[src/rtl/drlt_ram.sv]
module drlt_ram #(
	parameter int WIDTH = 8,
	parameter int DEPTH = 64
) (
	input  logic                     clk,
	input  logic                     we,
	input  logic [$clog2(DEPTH)-1:0] waddr,
	input  logic [WIDTH-1:0]         wdata,
	input  logic [$clog2(DEPTH)-1:0] raddr,
	output logic [WIDTH-1:0]         rdata
);

	logic [WIDTH-1:0] mem [DEPTH];

	// one write port, registered read
	always_ff @(posedge clk) begin
		if (we) begin
			mem[waddr] <= wdata;
		end
		rdata <= mem[raddr];
	end

endmodule

[config.mk]
export PLATFORM = sky130hd
export DESIGN_NAME = drlt_ram
export DESIGN_NICKNAME = d
export VERILOG_FILES = /design/src/rtl/drlt_ram.sv
export SDC_FILE = /design/constraint.sdc
export NUM_CORES = 1
export LEC_CHECK = 0
export ABC_AREA = 1
export BUFFER_PORTS_ARGS = -buffer_cell sky130_fd_sc_hd__buf_2
export CAP_MARGIN = 20
export CORE_MARGIN = 4
export CORE_UTILIZATION = 25
export DETAILED_ROUTE_END_ITERATION = 12
export PLACE_DENSITY_LB_ADDON = 0.12
export SLEW_MARGIN = 30
export SYNTH_ARGS = -nofsm -noshare
export SYNTH_HDL_FRONTEND = slang
export SYNTH_SLANG_ARGS = --single-unit
[constraint.sdc]
create_clock -name clk -period 2.6 [get_ports clk]
set_input_delay 0.13 -clock clk [delete_from_list [all_inputs] [get_ports clk]]
set_output_delay 0.13 -clock clk [all_outputs]
set_load 0.05 [all_outputs]
==> results.tsv, run 1 <==
metric	value	unit
final setup vio count	0	
Die Y	300.2	um
syn_area_per_cell	11.82	sq um
Synth Area in XOR/XNOR	0	%
met1 global-route usage	21.75	%
Max Buffers Root-to-Sink	3	
Sink Count	520	
Placeable Area	0.08409	sq mm
I/O pin count	30	
setup TNS	0	ns
clk root buf	clkbuf_16	
flop-to-flop setup slack	0.76	ns
Final min period	1.847	ns
CTS tree	done	
final core utilization	29.89	%
largest net degree at the start of global routing	129	
RSZ-0062 raised after global routing	false	
floorplan row count	106	
die area	0.09010	sq mm
largest family of logic cells by synthesized area	simple AND/OR/NAND/NOR gates	
Synthesis Warnings	0	
worst hold path type	in -> reg	
Synth-to-Final Area Change	17.80	%
DRC Markers	0	
crit start category	input pin	
Compound-Gate Fraction of Synth Area	0	%
Adder-Cell Fraction of Synth Area	0	%
total number of H-tree levels	2	
M3 GR Usage	2.368	%
Syn Nets	1827	
most frequent cells in the layout	nand2_1 (648), edfxtp_1 (512), nand3_1 (439), buf_4 (105), clkbuf_16 (59)	
initial drt markers	1182	
Final period util	71.05	%
Total GRT Usage	14.56	%
First-pass DRT Iterations	6	
Final Hold Fails	0	
Resized cells post-CTS	0	
max_cap viols	0	
Fin Hold WS	0.04814	ns
crit-path max FO	64	
Total Wirelength	66310	um
most common cell after layout, fill and taps aside	nand2_1	
status	completed	
Max IR drop VDD	0.0004873	V
Setup crit end kind	flop	
Rel. slew slack	45.43	%
total gr overflow	0	
initial antenna violation count	5	
Die Width	300.2	um
worst skew pair latency	0.64	ns
Pleak	8.968	nW
global-route wire length before repair	97260	um
Routed Antenna Nets	0	
Req. time, crit path	3.19	ns
Buffers on Ports	29	
GRT busiest layer	met2	
CTS Buf Count	59	
clk_skew	0.04129	ns
vias in the first global route	13652	
Vias/cell	4.493	
met2 Use GR	22.10	%
pins over their slew limit	0	
simple-gate share of the synthesized area	23.18	%
Seq cells post-synth	520	
worst path arrival time	2.43	ns
Peak Freq	541.4	MHz
RePlAce Congestion	0.7599	
Pwr Density	748.6	mW/mm^2
post-synthesis mux area share	0	%
Slew @ Worst Pin	0.8185	ns
wire per inst	21.49	um
Cell Area, Synth	0.02134	sq mm
critical path class	in -> reg	
vias post-DR	13861	
register area share after synthesis	72.80	%
cells after synthesis	1805	
Initial Util	25.38	%
clk slew on worst S/H paths	0.06	ns
Final #Nets	1928	
synth unique cells	16	
HPWL after DPL	40450	um
share of layout cells above drive strength 1	11.76	%
[worst max-delay path, cell delays in order]
cell and delay (ns):
clkbuf_8 0.18, inv_8 0.32, buf_12 0.35, nand2_1 0.09, nand3_1 0.08, nand3_1 0.14
nand2_1 0.13, nand2_1 0.07, nand3_1 0.11, nand3_1 0.08, dlygate4sd3_1 0.57, nand2_1 0.06
[layer usage]
metal,vias to the layer above,share of wire (%)
met4,0,2.3
met2,333,44
met5,-,0
li1,6562,-
met3,96,4.9
met1,6870,49
[timing repair]
item                      CTS  global route
hold buffers                5             0
hold endpoints to repair   35             0
buffers inserted            0             0
[Yosys cell counts]
library cell	instances	area, sq um
inv_6	1	8.760
nand2_1	648	2432
nor2_1	56	210.2
edfxtp_1	512	15370
inv_1	10	37.54
nor4_1	8	50.05
buf_2	37	185.2
buf_1	10	37.54
buf_4	14	105.1
nand3_1	439	2197
inv_2	1	3.750
buf_8	2	30.03
clkbuf_1	15	56.30
dfxtp_1	8	160.2
nand4_1	9	56.30
buf_6	35	394.1
[sequential cells by signal, summed over array words and instances (netlist names)]
name   count
rdata      8
mem      512
[path summary, 6_finish.rpt]
kind                     to  cells past startpoint       start
setup reg to reg   rdata[0]                      9  mem[47][0]
setup / recovery   rdata[0]                     12    raddr[0]
hold / removal    mem[5][0]                      2    wdata[0]
hold reg to reg    rdata[3]                      8  mem[34][3]
[final cells by class]
cell class | instances | area (sq um)
Tap cell | 1134 | 1419
Timing Repair Buffer | 153 | 1287
Sequential cell | 520 | 15530
Fill cell | 8695 | 58950
Clock inverter | 32 | 365.4
Antenna cell | 3 | 7.507
Inverter | 12 | 55.05
Multi-Input combinational cell | 1160 | 4946
Clock buffer | 71 | 1521
[through the flow]
stage | total power, W | area (sq um) | worst slack [ns] | instances
global route | 0.01960 | 25130 | 0.6179 | 3082
floorplan | 0.01018 | 21340 | 0.7039 | 1805
CTS | 0.01911 | 25130 | 0.7865 | 3082
detailed placement | 0.01078 | 23190 | 0.5567 | 2974
global placement | 0.01079 | 23190 | 0.5578 | 2974
finish | 0.01882 | 25140 | 0.7528 | 3085
[power by group]
group	internal [W]	switching, W
combinational	0.000312	0.000949
clock	0.00483	0.00340
sequential	0.00928	0.0000446
total	0.0144	0.00439
[cell families (layout without fill, tap and decap cells)]
logic type,count (synthesis),count (layout)
buf+inv,125,268
other cells,0,3
simple gates,1160,1160
flops,520,520
No activity file was read; power rests on OpenSTA's default activity.
==> run 2, diff against run 1 <==
--- a/config.mk
+++ b/config.mk
@@ -5,7 +5,7 @@
 export SDC_FILE = /design/constraint.sdc
 export NUM_CORES = 1
 export LEC_CHECK = 0
-export ABC_AREA = 1
+export ABC_AREA = 0
 export BUFFER_PORTS_ARGS = -buffer_cell sky130_fd_sc_hd__buf_2
 export CAP_MARGIN = 20
 export CORE_MARGIN = 4
==> constraint.sdc (replaced) <==
create_clock -name clk -period 1.79 [get_ports clk]
set_input_delay 0.0895 -clock clk [delete_from_list [all_inputs] [get_ports clk]]
set_output_delay 0.0895 -clock clk [all_outputs]
set_load 0.05 [all_outputs]
==> run 2 against run 1 <==
Compared with the run above: the run now ends with setup timing left; global-route usage fell by 1.7 points; utilization rose by 1.5 points; sequential cell count did not move; clock power rose by 41%; critical path type is now reg -> reg; critical endpoint is now rdata[4].
==> results.tsv, run 2 <==
metric	value	unit	change
clock power share	43.2	%	was 43.8%
Rel. slew slack	47.55	%	was 45.43%
Post-synth top flop	edfxtp_1		unchanged
initial drt markers	766		was 1,182
Biggest register	mem		unchanged
crit-path max FO	1		was 64
Pleak	8.036	nW	was 8.968 nW
worst skew pair latency	0.61	ns	was 0.64 ns
global-route wire length before repair	79700	um	was 97,260 um
multi-input logic area	0.004486	sq mm	was 0.004946 sq mm
post-route cell area	0.02499	sq mm	was 0.02514 sq mm
wire per inst	24.38	um	was 21.49 um
Total GRT Usage	12.88	%	was 14.56%
Layout fillers	7660		was 8,695
post-synth top area share	76.24	%	was 72.05%
NetSw	0.005812	W	was 0.004392 W
Seq cells post-synth	520		unchanged
buffer count from post-CTS setup fixing	0		unchanged
combinational group share of total power	6.3	%	was 6.7%
Fin Hold WS	0.02917	ns	was 0.04814 ns
Peak Freq	506.4	MHz	
vias post-DR	10046		was 13.86k
final worst slack	-0.1848	ns	was 0.7528 ns
Max Buffers Root-to-Sink	3		unchanged
synth unique cells	40		was 16
most frequent cells in the layout	edfxtp_1 (512), buf_4 (161), mux4_2 (126), nor2_1 (80), clkbuf_16 (58)		was nand2_1 (648), edfxtp_1 (512), nand3_1 (439), buf_4 (105), clkbuf_16 (59)
worst hold path type	in -> reg		unchanged
Sink Count	520		unchanged
Synthesis Warnings	0		unchanged
most common cell after layout, fill and taps aside	edfxtp_1		was nand2_1
Req. time, crit path	2.26	ns	was 3.19 ns
vias in the first global route	10754		was 13.65k
largest cells by area after synthesis	edfxtp_1 (76%), mux4_2 (14%), nor2_1 (1.5%)		was edfxtp_1 (72%), nand2_1 (11%), nand3_1 (10%)
Initial Util	25.36	%	was 25.38%
Final #Nets	1184		was 1,928
Buffers on Ports	29		unchanged
Pwr Density	1071	mW/mm^2	was 748.6 mW/mm^2
largest net degree at the start of global routing	65		was 129
clk root buf	clkbuf_16		unchanged
total number of H-tree levels	2		unchanged
worst path arrival time	2.45	ns	was 2.43 ns
Die Y	292.0	um	was 300.2 um
post-synth top area cell	edfxtp_1		unchanged
Die Width	292.0	um	was 300.2 um
Slew @ Worst Pin	0.7867	ns	was 0.8185 ns
Syn Nets	962		was 1,827
Final period util	110.3	%	
floorplan row count	103		was 106
I/O pin count	30		unchanged
Largest regs	mem x512, rdata x8		unchanged
Routed Antenna Nets	0		unchanged
RePlAce Congestion	0.7688		was 0.7599
syn_area_per_cell	21.45	sq um	was 11.82 sq um
failing checks	setup timing		
dpl cell area	0.02291	sq mm	was 0.02319 sq mm
critical-path cell list	mux4_2, mux2_4, o221a_4, nor3_4, buf_6, o32ai_2		was clkbuf_8, inv_8, buf_12, nand2_1, nand3_1, nand3_1, nand2_1, nand2_1, nand3_1, nand3_1, dlygate4sd3_1, nand2_1
Placeable Area	0.07952	sq mm	was 0.08409 sq mm
First-pass DRT Iterations	4		was 6
HPWL after DPL	35820	um	was 40,450 um
Max IR drop VDD	0.0008667	V	was 0.0004873 V
Synth-to-Final Area Change	23.90	%	was 17.80%
Slowest cell on crit path	mux4_2		was dlygate4sd3_1
Post-synth top cells	edfxtp_1 (512), mux4_2 (126), nor2_1 (83)		was nand2_1 (648), edfxtp_1 (512), nand3_1 (439)
die area	0.08528	sq mm	was 0.09010 sq mm
CP peak stage delay	0.50	ns	was 0.57 ns
final setup vio count	5		was 0
RSZ-0062 raised after global routing	true		was false
Cell Area, Synth	0.02017	sq mm	was 0.02134 sq mm
cells after synthesis	940		was 1,805
Final min period	1.975	ns	
CTS tree	done		unchanged
critical path class	reg -> reg		was in -> reg
FF/Latch Area	0.01553	sq mm	unchanged
most frequent cell after synthesis	edfxtp_1		was nand2_1
setup TNS	-0.5906	ns	was 0 ns
Final Hold Fails	0		unchanged
clk_skew	0.02293	ns	was 0.04129 ns
max_cap viols	0		unchanged
Total Wirelength	55130	um	was 66,310 um
Internal	0.02095	W	was 0.01443 W
Largest register FFs	512		unchanged
Switching Fraction	21.72	%	was 23.34%
crit start category	flop		was input pin
Seq pwr share	50.5	%	was 49.5%
clk slew on worst S/H paths	0.06	ns	about the same
Post-synth EDFFs	512		unchanged
Setup crit end kind	flop		unchanged
status	finished, violations left		was completed
pins over their slew limit	0		unchanged
total gr overflow	0		unchanged
CTS Buf Count	56		was 59
DRC Markers	0		unchanged
share of layout cells above drive strength 1	37.37	%	was 11.76%
register area share after synthesis	77.03	%	was 72.80%
Vias/cell	4.443		was 4.493
overall power	0.02676	W	was 0.01882 W
Async S/R FF share, synth	0	%	unchanged
initial antenna violation count	4		was 5
## run 2: cell types whose count changed in the layout (fill, tap and decap cells not counted), moves of 8 or more
cell and delta:
inv_1 -8, nand2_1 -629, mux4_2 +126, buf_4 +56, o221ai_1 +8, mux2i_1 +23, mux2_2 +11, nand3_1 -426
nor2b_1 +14, nor2_1 +24
## run 2: metrics by stage
step	utilization (%)	worst slack [ns]	instances
global placement	28.82	-0.6360	2148
CTS	31.34	-0.1874	2257
global route	31.41	-0.2698	2257
finish	31.43	-0.1848	2261
detailed placement	28.82	-0.6206	2148
floorplan	-	0.03278	940
## run 2: worst max-delay path: cells and delay by family (launching register included)
kind / cells / cell delay, ns
buf+inv: 1 / 0.15
flops: 1 / 0.36
mux: 2 / 0.80
simple gates: 1 / 0.18
compound gates: 2 / 0.36
## run 2: final cells by class
type | instances | share of cell area [%]
clock buffer | 74 | 6.209
sequential | 520 | 62.17
timing repair buffer | 215 | 7.271
multi-input combinational | 369 | 17.95
clock inverter | 29 | 1.102
antenna | 4 | 0.04006
tap | 1050 | 5.258
## run 2: routing by layer
metal | global-route usage, % | share of wire [%] | vias up | wire length, um
met5 | 0 | 0 | - | 0
met2 | 20.27 | 46 | 201 | 25470
met1 | 18.75 | 48 | 5393 | 26310
met3 | 2.069 | 4.3 | 63 | 2372
li1 | - | - | 4389 | -
met4 | 3.029 | 1.8 | 0 | 985
## run 2: final timing paths
kind	from	end	slack (ns)	cells after the start
worst min-delay path	wdata[2]	mem[17][2]	0.03	2
worst max register to register	mem[21][4]	rdata[4]	-0.18	6
worst min register to register	mem[26][6]	rdata[6]	0.89	3
worst max-delay path	mem[21][4]	rdata[4]	-0.18	6
## run 2: cells by family (layout without fill, tap and decap cells)
group	after synthesis	in the layout	share of synthesized area [%]
buffers and inverters	51	318	1.570
other	0	4	0
DFF	520	520	77.03
AOI/OAI and AO/OA	54	54	2.072
and+or+nand+nor	153	153	3.387
muxes	162	162	15.94
## run 2: power by group through the flow
stage               Clock (W)  Combinational, W  Sequential (W)
global placement            0           0.00165          0.0138
global route           0.0125           0.00180          0.0135
floorplan                   0          0.000718          0.0138
finish                 0.0116           0.00168          0.0135
detailed placement          0           0.00166          0.0138
CTS                    0.0119           0.00171          0.0135
## run 2: timing repair
action                                  in CTS  in global routing
endpoints found under the setup margin       8                  8
gates resized for setup                     27                  9
pin swaps                                    2                  1
hold buffers                                 6                  0
hold endpoints to repair                   101                  0
