## config.mk

```make
export PLATFORM = sky130hd
export DESIGN_NAME = drlt_div
export DESIGN_NICKNAME = d
export VERILOG_FILES = /design/src/rtl/drlt_pkg.sv /design/src/rtl/drlt_div.sv
export SDC_FILE = /design/constraint.sdc
export NUM_CORES = 1
export LEC_CHECK = 0
export BUFFER_PORTS_ARGS = -buffer_cell sky130_fd_sc_hd__buf_2
export CELL_PAD_IN_SITES_DETAIL_PLACEMENT = 1
export CELL_PAD_IN_SITES_GLOBAL_PLACEMENT = 1
export CORE_MARGIN = 1.5
export CORE_UTILIZATION = 41
export CTS_BUF_LIST = sky130_fd_sc_hd__clkbuf_4
export DETAILED_ROUTE_END_ITERATION = 10
export PLACE_DENSITY_LB_ADDON = 0.1
export SLEW_MARGIN = 40
export SYNTH_ARGS = -nofsm -noshare
export SYNTH_HDL_FRONTEND = slang
export SYNTH_SLANG_ARGS = --single-unit
```

## constraint.sdc

```tcl
create_clock -name clk -period 3.25 [get_ports clk]
set_clock_uncertainty 0.2 [all_clocks]
set_input_delay 0.4875 -clock clk [delete_from_list [all_inputs] [get_ports clk]]
set_output_delay 0.4875 -clock clk [all_outputs]
set_load 0.01 [all_outputs]
```

## src/rtl/drlt_pkg.sv

```systemverilog
package drlt_pkg;

	// field widths
	localparam int ADDR_W   = 64;
	localparam int KEY_W    = 32;
	localparam int CNT_W    = 20;
	localparam int STRIDE_W = 13;
	localparam int PADDR_W  = 4;
	localparam int PDATA_W  = 32;
	localparam int DIV_STEPS = ADDR_W;
	localparam int DIV_CNT_W = $clog2(DIV_STEPS + 1);

	// defaults
	localparam int TABLE_DEPTH_DEF = 64;
	localparam int TYPE_COUNT_DEF  = 4;
	localparam logic [STRIDE_W-1:0] STRIDE_RST = 13'd32;

	// request codes
	localparam logic [1:0] REQ_CREATE  = 2'd0;
	localparam logic [1:0] REQ_LOOKUP  = 2'd1;
	localparam logic [1:0] REQ_DESTROY = 2'd2;

	// result status codes
	localparam logic [1:0] STAT_OK   = 2'd0;
	localparam logic [1:0] STAT_MISS = 2'd1;
	localparam logic [1:0] STAT_FULL = 2'd2;

	// register indexes
	localparam logic [1:0] REG_STRIDE_VIEW    = 2'd0;
	localparam logic [1:0] REG_STRIDE_SAMPLER = 2'd1;
	localparam logic [1:0] REG_STRIDE_RTV     = 2'd2;
	localparam logic [1:0] REG_STRIDE_DSV     = 2'd3;

	typedef struct packed {
		logic                is_gpu;
		logic [1:0]          etype;
		logic [KEY_W-1:0]    key;
		logic [ADDR_W-1:0]   start_addr;
		logic [ADDR_W-1:0]   end_addr;
	} entry_t;

	typedef struct packed {
		logic                start;
		logic [ADDR_W-1:0]   dividend;
		logic [STRIDE_W-1:0] divisor;
	} div_req_t;

	typedef struct packed {
		logic                done;
		logic [ADDR_W-1:0]   quotient;
		logic [STRIDE_W-1:0] remainder;
	} div_rsp_t;

	typedef enum logic [3:0] {
		ST_IDLE,
		ST_READ,
		ST_EVAL,
		ST_RESID,
		ST_POST,
		ST_INDEX,
		ST_WR_CPU,
		ST_WR_GPU,
		ST_FIN
	} state_t;

endpackage

```

## src/rtl/drlt_div.sv

```systemverilog
module drlt_div (
	input  logic              clk,
	input  logic              arst_n,
	input  drlt_pkg::div_req_t req,
	output drlt_pkg::div_rsp_t rsp
);
	import drlt_pkg::*;

	logic [DIV_CNT_W-1:0] cnt_q;
	logic                 done_q;
	logic [ADDR_W-1:0]    dq_q;
	logic [STRIDE_W-1:0]  rem_q;
	logic [STRIDE_W-1:0]  div_q;
	logic [STRIDE_W:0]    trial;
	logic                 fits;

	// one restoring step: shift in next dividend bit, subtract if it fits
	assign trial = {rem_q, dq_q[ADDR_W-1]};
	assign fits  = trial >= {1'b0, div_q};

	always_ff @(posedge clk or negedge arst_n) begin
		if (!arst_n) begin
			cnt_q  <= '0;
			done_q <= 1'b0;
		end else begin
			done_q <= 1'b0;
			if (req.start) begin
				cnt_q <= DIV_CNT_W'(DIV_STEPS);
			end else if (cnt_q != '0) begin
				cnt_q <= cnt_q - 1'b1;
				if (cnt_q == DIV_CNT_W'(1)) begin
					done_q <= 1'b1;
				end
			end
		end
	end

	always_ff @(posedge clk) begin
		if (req.start) begin
			dq_q  <= req.dividend;
			rem_q <= '0;
			div_q <= req.divisor;
		end else if (cnt_q != '0) begin
			dq_q <= {dq_q[ADDR_W-2:0], fits};
			if (fits) begin
				rem_q <= STRIDE_W'(trial - {1'b0, div_q});
			end else begin
				rem_q <= trial[STRIDE_W-1:0];
			end
		end
	end

	assign rsp.done      = done_q;
	assign rsp.quotient  = dq_q;
	assign rsp.remainder = rem_q;

endmodule

```

==> results of run 1 <==
## repair_timing
action / 4_1_cts / 5_1_grt
gates resized for setup: 0 / 1
endpoints found under the hold margin: 21 / 0
endpoints found under the setup margin: 0 / 1
hold buffers: 14 / 0
## metal layers
metal,up-vias,wire length (µm)
met5,-,0
met4,0,190
met3,13,908
met2,114,5790
met1,1744,5060
li1,1730,-
## final timing paths
path | cells after the start | end | from
max in group asynchronous | 2 | cnt_q[1] | arst_n
worst max register to register | 11 | rem_q[9] | dq_q[63]
worst max-delay path | 11 | rem_q[9] | dq_q[63]
worst min-delay path | 2 | rem_q[1] | req[77]
min in group asynchronous | 2 | cnt_q[5] | arst_n
worst min register to register | 1 | cnt_q[6] | cnt_q[6]
## layout make-up
| type | instances | share of cell area (%) |
|---|---|---|
| Clock buffer | 10 | 1.25 |
| Inverter | 21 | 1.31 |
| Clock inverter | 6 | 0.708 |
| Timing Repair Buffer | 181 | 16.7 |
| Antenna cell | 1 | 0.0416 |
| Tap cell | 143 | 2.98 |
| Sequential cell | 98 | 46.1 |
| Multi-Input combinational cell | 232 | 30.9 |
## kinds of logic (layout without fill, tap and decap cells)
group / after synthesis / count (layout) / synth area share, %
DFF: 98 / 98 / 58.1
and+or+nand+nor: 89 / 89 / 9.12
muxes: 66 / 66 / 15.6
AOI/OAI and AO/OA: 50 / 50 / 7.57
buffers and inverters: 36 / 218 / 3.17
adders and majority gates: 17 / 17 / 4.61
xor gates and xnor gates: 10 / 10 / 1.83
other: 0 / 1 / 0
## cell usage in the layout (no fill, tap or decap), types with 13 or more instances in the layout
cell type      instances
nor2_1                22
dfxtp_1               13
inv_1                 20
nand2_1               17
ha_1                  16
mux2_2                64
buf_2                156
nand3_1               22
edfxtp_1              77
dlygate4sd3_1         14
## worst max-delay path, delay by kind of cell (launching register included)
family	cells	cell delay [ns]
AOI/OAI and AO/OA	6	1.29
buffers and inverters	3	0.36
DFF	1	0.42
adders and majority gates	2	0.60
## flip-flops by register name (all words and copies together) (netlist names)
name / cells
rem_q: 13
done_q: 1
dq_q: 64
cnt_q: 7
div_q: 13
## metrics by stage
step | cell area, µm² | setup slack (ns) | utilization (%)
after floorplan | 4770 | 0.142 | -
after global placement | 5740 | 0.415 | 50.5
after detailed placement | 5740 | 0.268 | 50.5
after CTS | 6000 | 0.241 | 52.8
after global routing | 6010 | 0.0715 | 52.9
final | 6010 | 0.322 | 52.9
## report_power, final
part | internal, W | switching, W | total, W | leakage, nW
Combinational | 0.000792 | 0.000973 | 0.00176 | 1.55
Clock | 0.000168 | 0.000437 | 0.000605 | 0.0644
Sequential | 0.00169 | 0.000223 | 0.00192 | 1.01
==> flow_summary.ini, run 1 <==
[sta]
fmax_mhz = 342
period_share_pct = 90.1
setup_viol = 0
hold_viol = 0
fin_hold_ws_ns = 0.0724
slew_viol_final = 0
rsz0062_at_grt = false
finalSetupTns_ns = 0
worst_pin_slew_ns = 0.566
slew_headroom_pct = 62.3
period_minus_slack_ns = 2.93

[setup_path]
startpoint_type = flop
arrival_ns = 3.11
cp-end-kind = flop
crit_slowest_cell = fa_1
crit_required_ns = 3.43
rrSetupSlack_ns = 0.32
crit_chain = inv_1 -> ha_1 -> inv_1 -> fa_1 -> a211oi_2 -> o21ai_1 -> a211oi_2 -> o21a_2 -> buf_4 -> a2111oi_0 -> o31ai_1
cp_max_fo = 9
critPathMaxStageDelay_ns = 0.43
path_class = flop to flop

[cells_and_area]
layout.nets = 640
synthToLayoutAreaGrowth_pct = 25.9
regArea_um2 = 2770
multi_input_area_um2 = 1860
fillers = 1245
final_cells = 692
layout-drive-gt1-share_pct = 46.7

[cts]
cts_sinks = 98
cts_root_buf = clkbuf_4
cts_tree = done
cts_buffer_depth = 2
cts_setup_buffers = 0
htreeDepth = 3
path_clk_slew_ns = 0.15
cts-buffers-inserted = 9
clkLatencyLatePin_ns = 0.47

[grt]
grt_start_max_net_pins = 46
use_met1_pct = 24.8
antenna_found_initial = 1
grt_pass1_vias = 3748
met3_usage_pct = 5.96
grt-busiest-layer = met2
overflow = 0
track_usage_pct = 20.0
grt_pass1_wl_mm = 19.1
grt.met2_usage_pct = 32.8

[route]
routedWlPerCell_um = 17.3
drt_iter0_markers = 141
drt-total-wl_mm = 11.9
drtPass1Iterations = 5
vias = 3601
antenna_left = 0
drc_errors = 0
vias_per_cell = 5.20

[pwr]
p_total_w = 0.00429
p_leak_nw = 2.63
powerDensity_nw_per_um2 = 713
peakVddDrop_v = 0.000282

[yosys]
ys_top_cells_by_count = 77 x edfxtp_1, 64 x mux2_2, 22 x nand3_1, 22 x nor2_1, 21 x inv_1
syn_nets = 463
synth.cell_area_um2 = 4770
synth-seq-cells = 98
ys_warn_count = 0
synth_edf_count = 77
yosys.cell_types.count = 51
async_reset_ff_share_pct = 8.16
ys_dominant_reg_cell = edfxtp_1
yosysTopAreaCellShare_pct = 48.4
netlist_top_cells_area = edfxtp_1 48%, mux2_2 15%, dfxtp_1 5.5%, dfrtp_1 4.2%, ha_1 4.2%
yosys.area.top_type = edfxtp_1
avgSynthCellArea_um2 = 13.0
yosysSeqAreaShare_pct = 58.1
syn_inst = 366
yosysMostFrequentCell = edfxtp_1

[outcome]
status = complete, no violations

[die]
row_count = 39
die_h_um = 111
die_area_um2 = 12300
initial_core_util_pct = 42.0
core-area_um2 = 11400
ios = 158
die_w_um = 111

[place]
placedCellCount = 661
post-dp-hpwl_mm = 8.73
place_congestion = 0.772
portBuffers = 157

[min_path]
hold_class = primary input to flop

[job]
timing.max_cap.violations = 0
(Power assumes the default switching activity.)
==> run 2: changes to the inputs <==
Settings changed: HOLD_SLACK_MARGIN set to 0.08.
==> flow_summary.ini, run 2 (synthesized netlist as in run 1, its figures left out) <==
[die]
ios = 158
initial_core_util_pct = 42.0
row_count = 39
die_area_um2 = 12300
die_w_um = 111
core-area_um2 = 11400
die_h_um = 111

[grt]
track_usage_pct = 22.5
grt_start_max_net_pins = 46
grt_pass1_wl_mm = 21.4
overflow = 0
grt_pass1_vias = 4059
antenna_found_initial = 1

[cells_and_area]
fillers = 1226
top_register = dq_q
layout-drive-gt1-share_pct = 42.8
postLayoutCellArea_um2 = 6510
largestRegisters = dq_q (64), div_q (13), rem_q (13)
layout.nets = 690
mostFrequentLayoutCells = 156 x buf_2, 77 x edfxtp_1, 64 x mux2_2, 64 x dlygate4sd3_1
mostFrequentLayoutCell = buf_2
largest_reg_flops = 64
synthToLayoutAreaGrowth_pct = 36.3

[setup_path]
path_class = flop to flop
crit_required_ns = 3.44
critPathMaxStageDelay_ns = 0.43
crit_chain = inv_1 -> ha_1 -> inv_1 -> fa_1 -> a211oi_2 -> o21ai_1 -> a211oi_2 -> o21a_2 -> buf_4 -> a2111oi_0 -> o31ai_1
cp-end-kind = flop
crit_family = compound AO/OA/AOI/OAI gates
cp_max_fo = 9
crit_slowest_cell = fa_1
startpoint_type = flop
arrival_ns = 3.13
cp_num_buf_inv = 3

[pwr]
seq_power_share_pct = 44.1
p_switching_w = 0.00167
p_clk_share_pct = 14.1
internal_power_w = 0.00269
power_switching_share_pct = 38.3
p_comb_share_pct = 41.9
p_leak_nw = 2.83
peakVddDrop_v = 0.000346
powerDensity_nw_per_um2 = 671

[sta]
period_minus_slack_ns = 2.94
fmax_mhz = 340
finalSetupTns_ns = 0
slew_viol_final = 0
period_share_pct = 90.5
setup_viol = 0
hold_viol = 0
worst_pin_slew_ns = 0.574
rsz0062_at_grt = false
slew_headroom_pct = 61.8

[route]
vias = 3804
drc_errors = 0
drtPass1Iterations = 4
drt_iter0_markers = 146
routedWlPerCell_um = 18.0
antenna_left = 0
drt-total-wl_mm = 13.3
vias_per_cell = 5.13

[cts]
cts_tree = done
cts_root_buf = clkbuf_4
clkLatencyLatePin_ns = 0.48
cts-buffers-inserted = 9
cts_buffer_depth = 2
cts_setup_buffers = 0
htreeDepth = 3
cts_sinks = 98
path_clk_slew_ns = 0.16

[job]
timing.max_cap.violations = 0

[min_path]
hold_class = primary input to flop

[place]
portBuffers = 157
post-dp-hpwl_mm = 8.73
place_congestion = 0.772
placed_area_um2 = 5740

[outcome]
status = complete, no violations
run 2: per-layer routing:
layer | vias up | part of all wire, % | wire length, µm | global-route usage [%]
met5 | - | 0 | 0 | 0
met4 | 0 | 1.7 | 227 | 8.55
met3 | 15 | 6.0 | 797 | 5.69
met2 | 110 | 52 | 6900 | 39.6
met1 | 1851 | 41 | 5410 | 26.4
li1 | 1828 | - | - | -
run 2: timing repair:
| action | CTS | global route |
|---|---|---|
| endpoints found under the setup margin | 0 | 1 |
| hold buffers | 63 | 1 |
| endpoints found under the hold margin | 70 | 1 |
| resized for setup | 0 | 1 |
run 2: stage by stage:
step                      cells  power (W)  hold WS [ns]  utilization (%)  setup slack (ns)
after floorplan             366    0.00308      -0.00809                -             0.142
after detailed placement    661    0.00370         0.144             50.5             0.268
after CTS                   740    0.00438        0.0803             57.1             0.241
after global routing        742    0.00467        0.0864             57.3            0.0754
after global placement      661    0.00363         0.139             50.5             0.415
final                       742    0.00437         0.109             57.3             0.310
run 2: layout make-up:
class | instances | area [µm²] | share of cell area [%]
repair buffers | 231 | 1500 | 23.1
inverters | 21 | 78.8 | 1.21
diodes | 1 | 2.50 | 0.0384
clock inverters | 6 | 42.5 | 0.653
clock buffers | 10 | 75.1 | 1.15
flip-flops and latches | 98 | 2770 | 42.6
multi-input cells | 232 | 1860 | 28.5
well taps | 143 | 179 | 2.75
run 2: power by group through the flow:
stage	sequential (W)	clock, W	combinational (W)
3_3_place_gp	0.00193	0	0.00170
6_report	0.00192	0.000614	0.00183
5_1_grt	0.00198	0.000679	0.00201
2_1_floorplan	0.00202	0	0.00106
4_1_cts	0.00192	0.000630	0.00182
3_5_place_dp	0.00195	0	0.00176
run 2: worst reg2reg max path, stage by stage, from the launching register on:
cell and delay [ns]:
edfxtp_1 0.42, inv_1 0.09, ha_1 0.17, inv_1 0.06
fa_1 0.43, a211oi_2 0.27, o21ai_1 0.15, a211oi_2 0.27
o21a_2 0.28, buf_4 0.21, a2111oi_0 0.08, o31ai_1 0.25
run 2: worst paths after layout:
path	start	to	slack [ns]	cells after the start
max in group asynchronous	arst_n	cnt_q[1]	2.51	2
setup reg to reg	dq_q[63]	rem_q[9]	0.31	11
min in group asynchronous	arst_n	cnt_q[5]	0.16	2
hold reg to reg	cnt_q[6]	cnt_q[6]	0.34	1
setup / recovery	dq_q[63]	rem_q[9]	0.31	11
hold / removal	req[46]	dq_q[33]	0.11	2
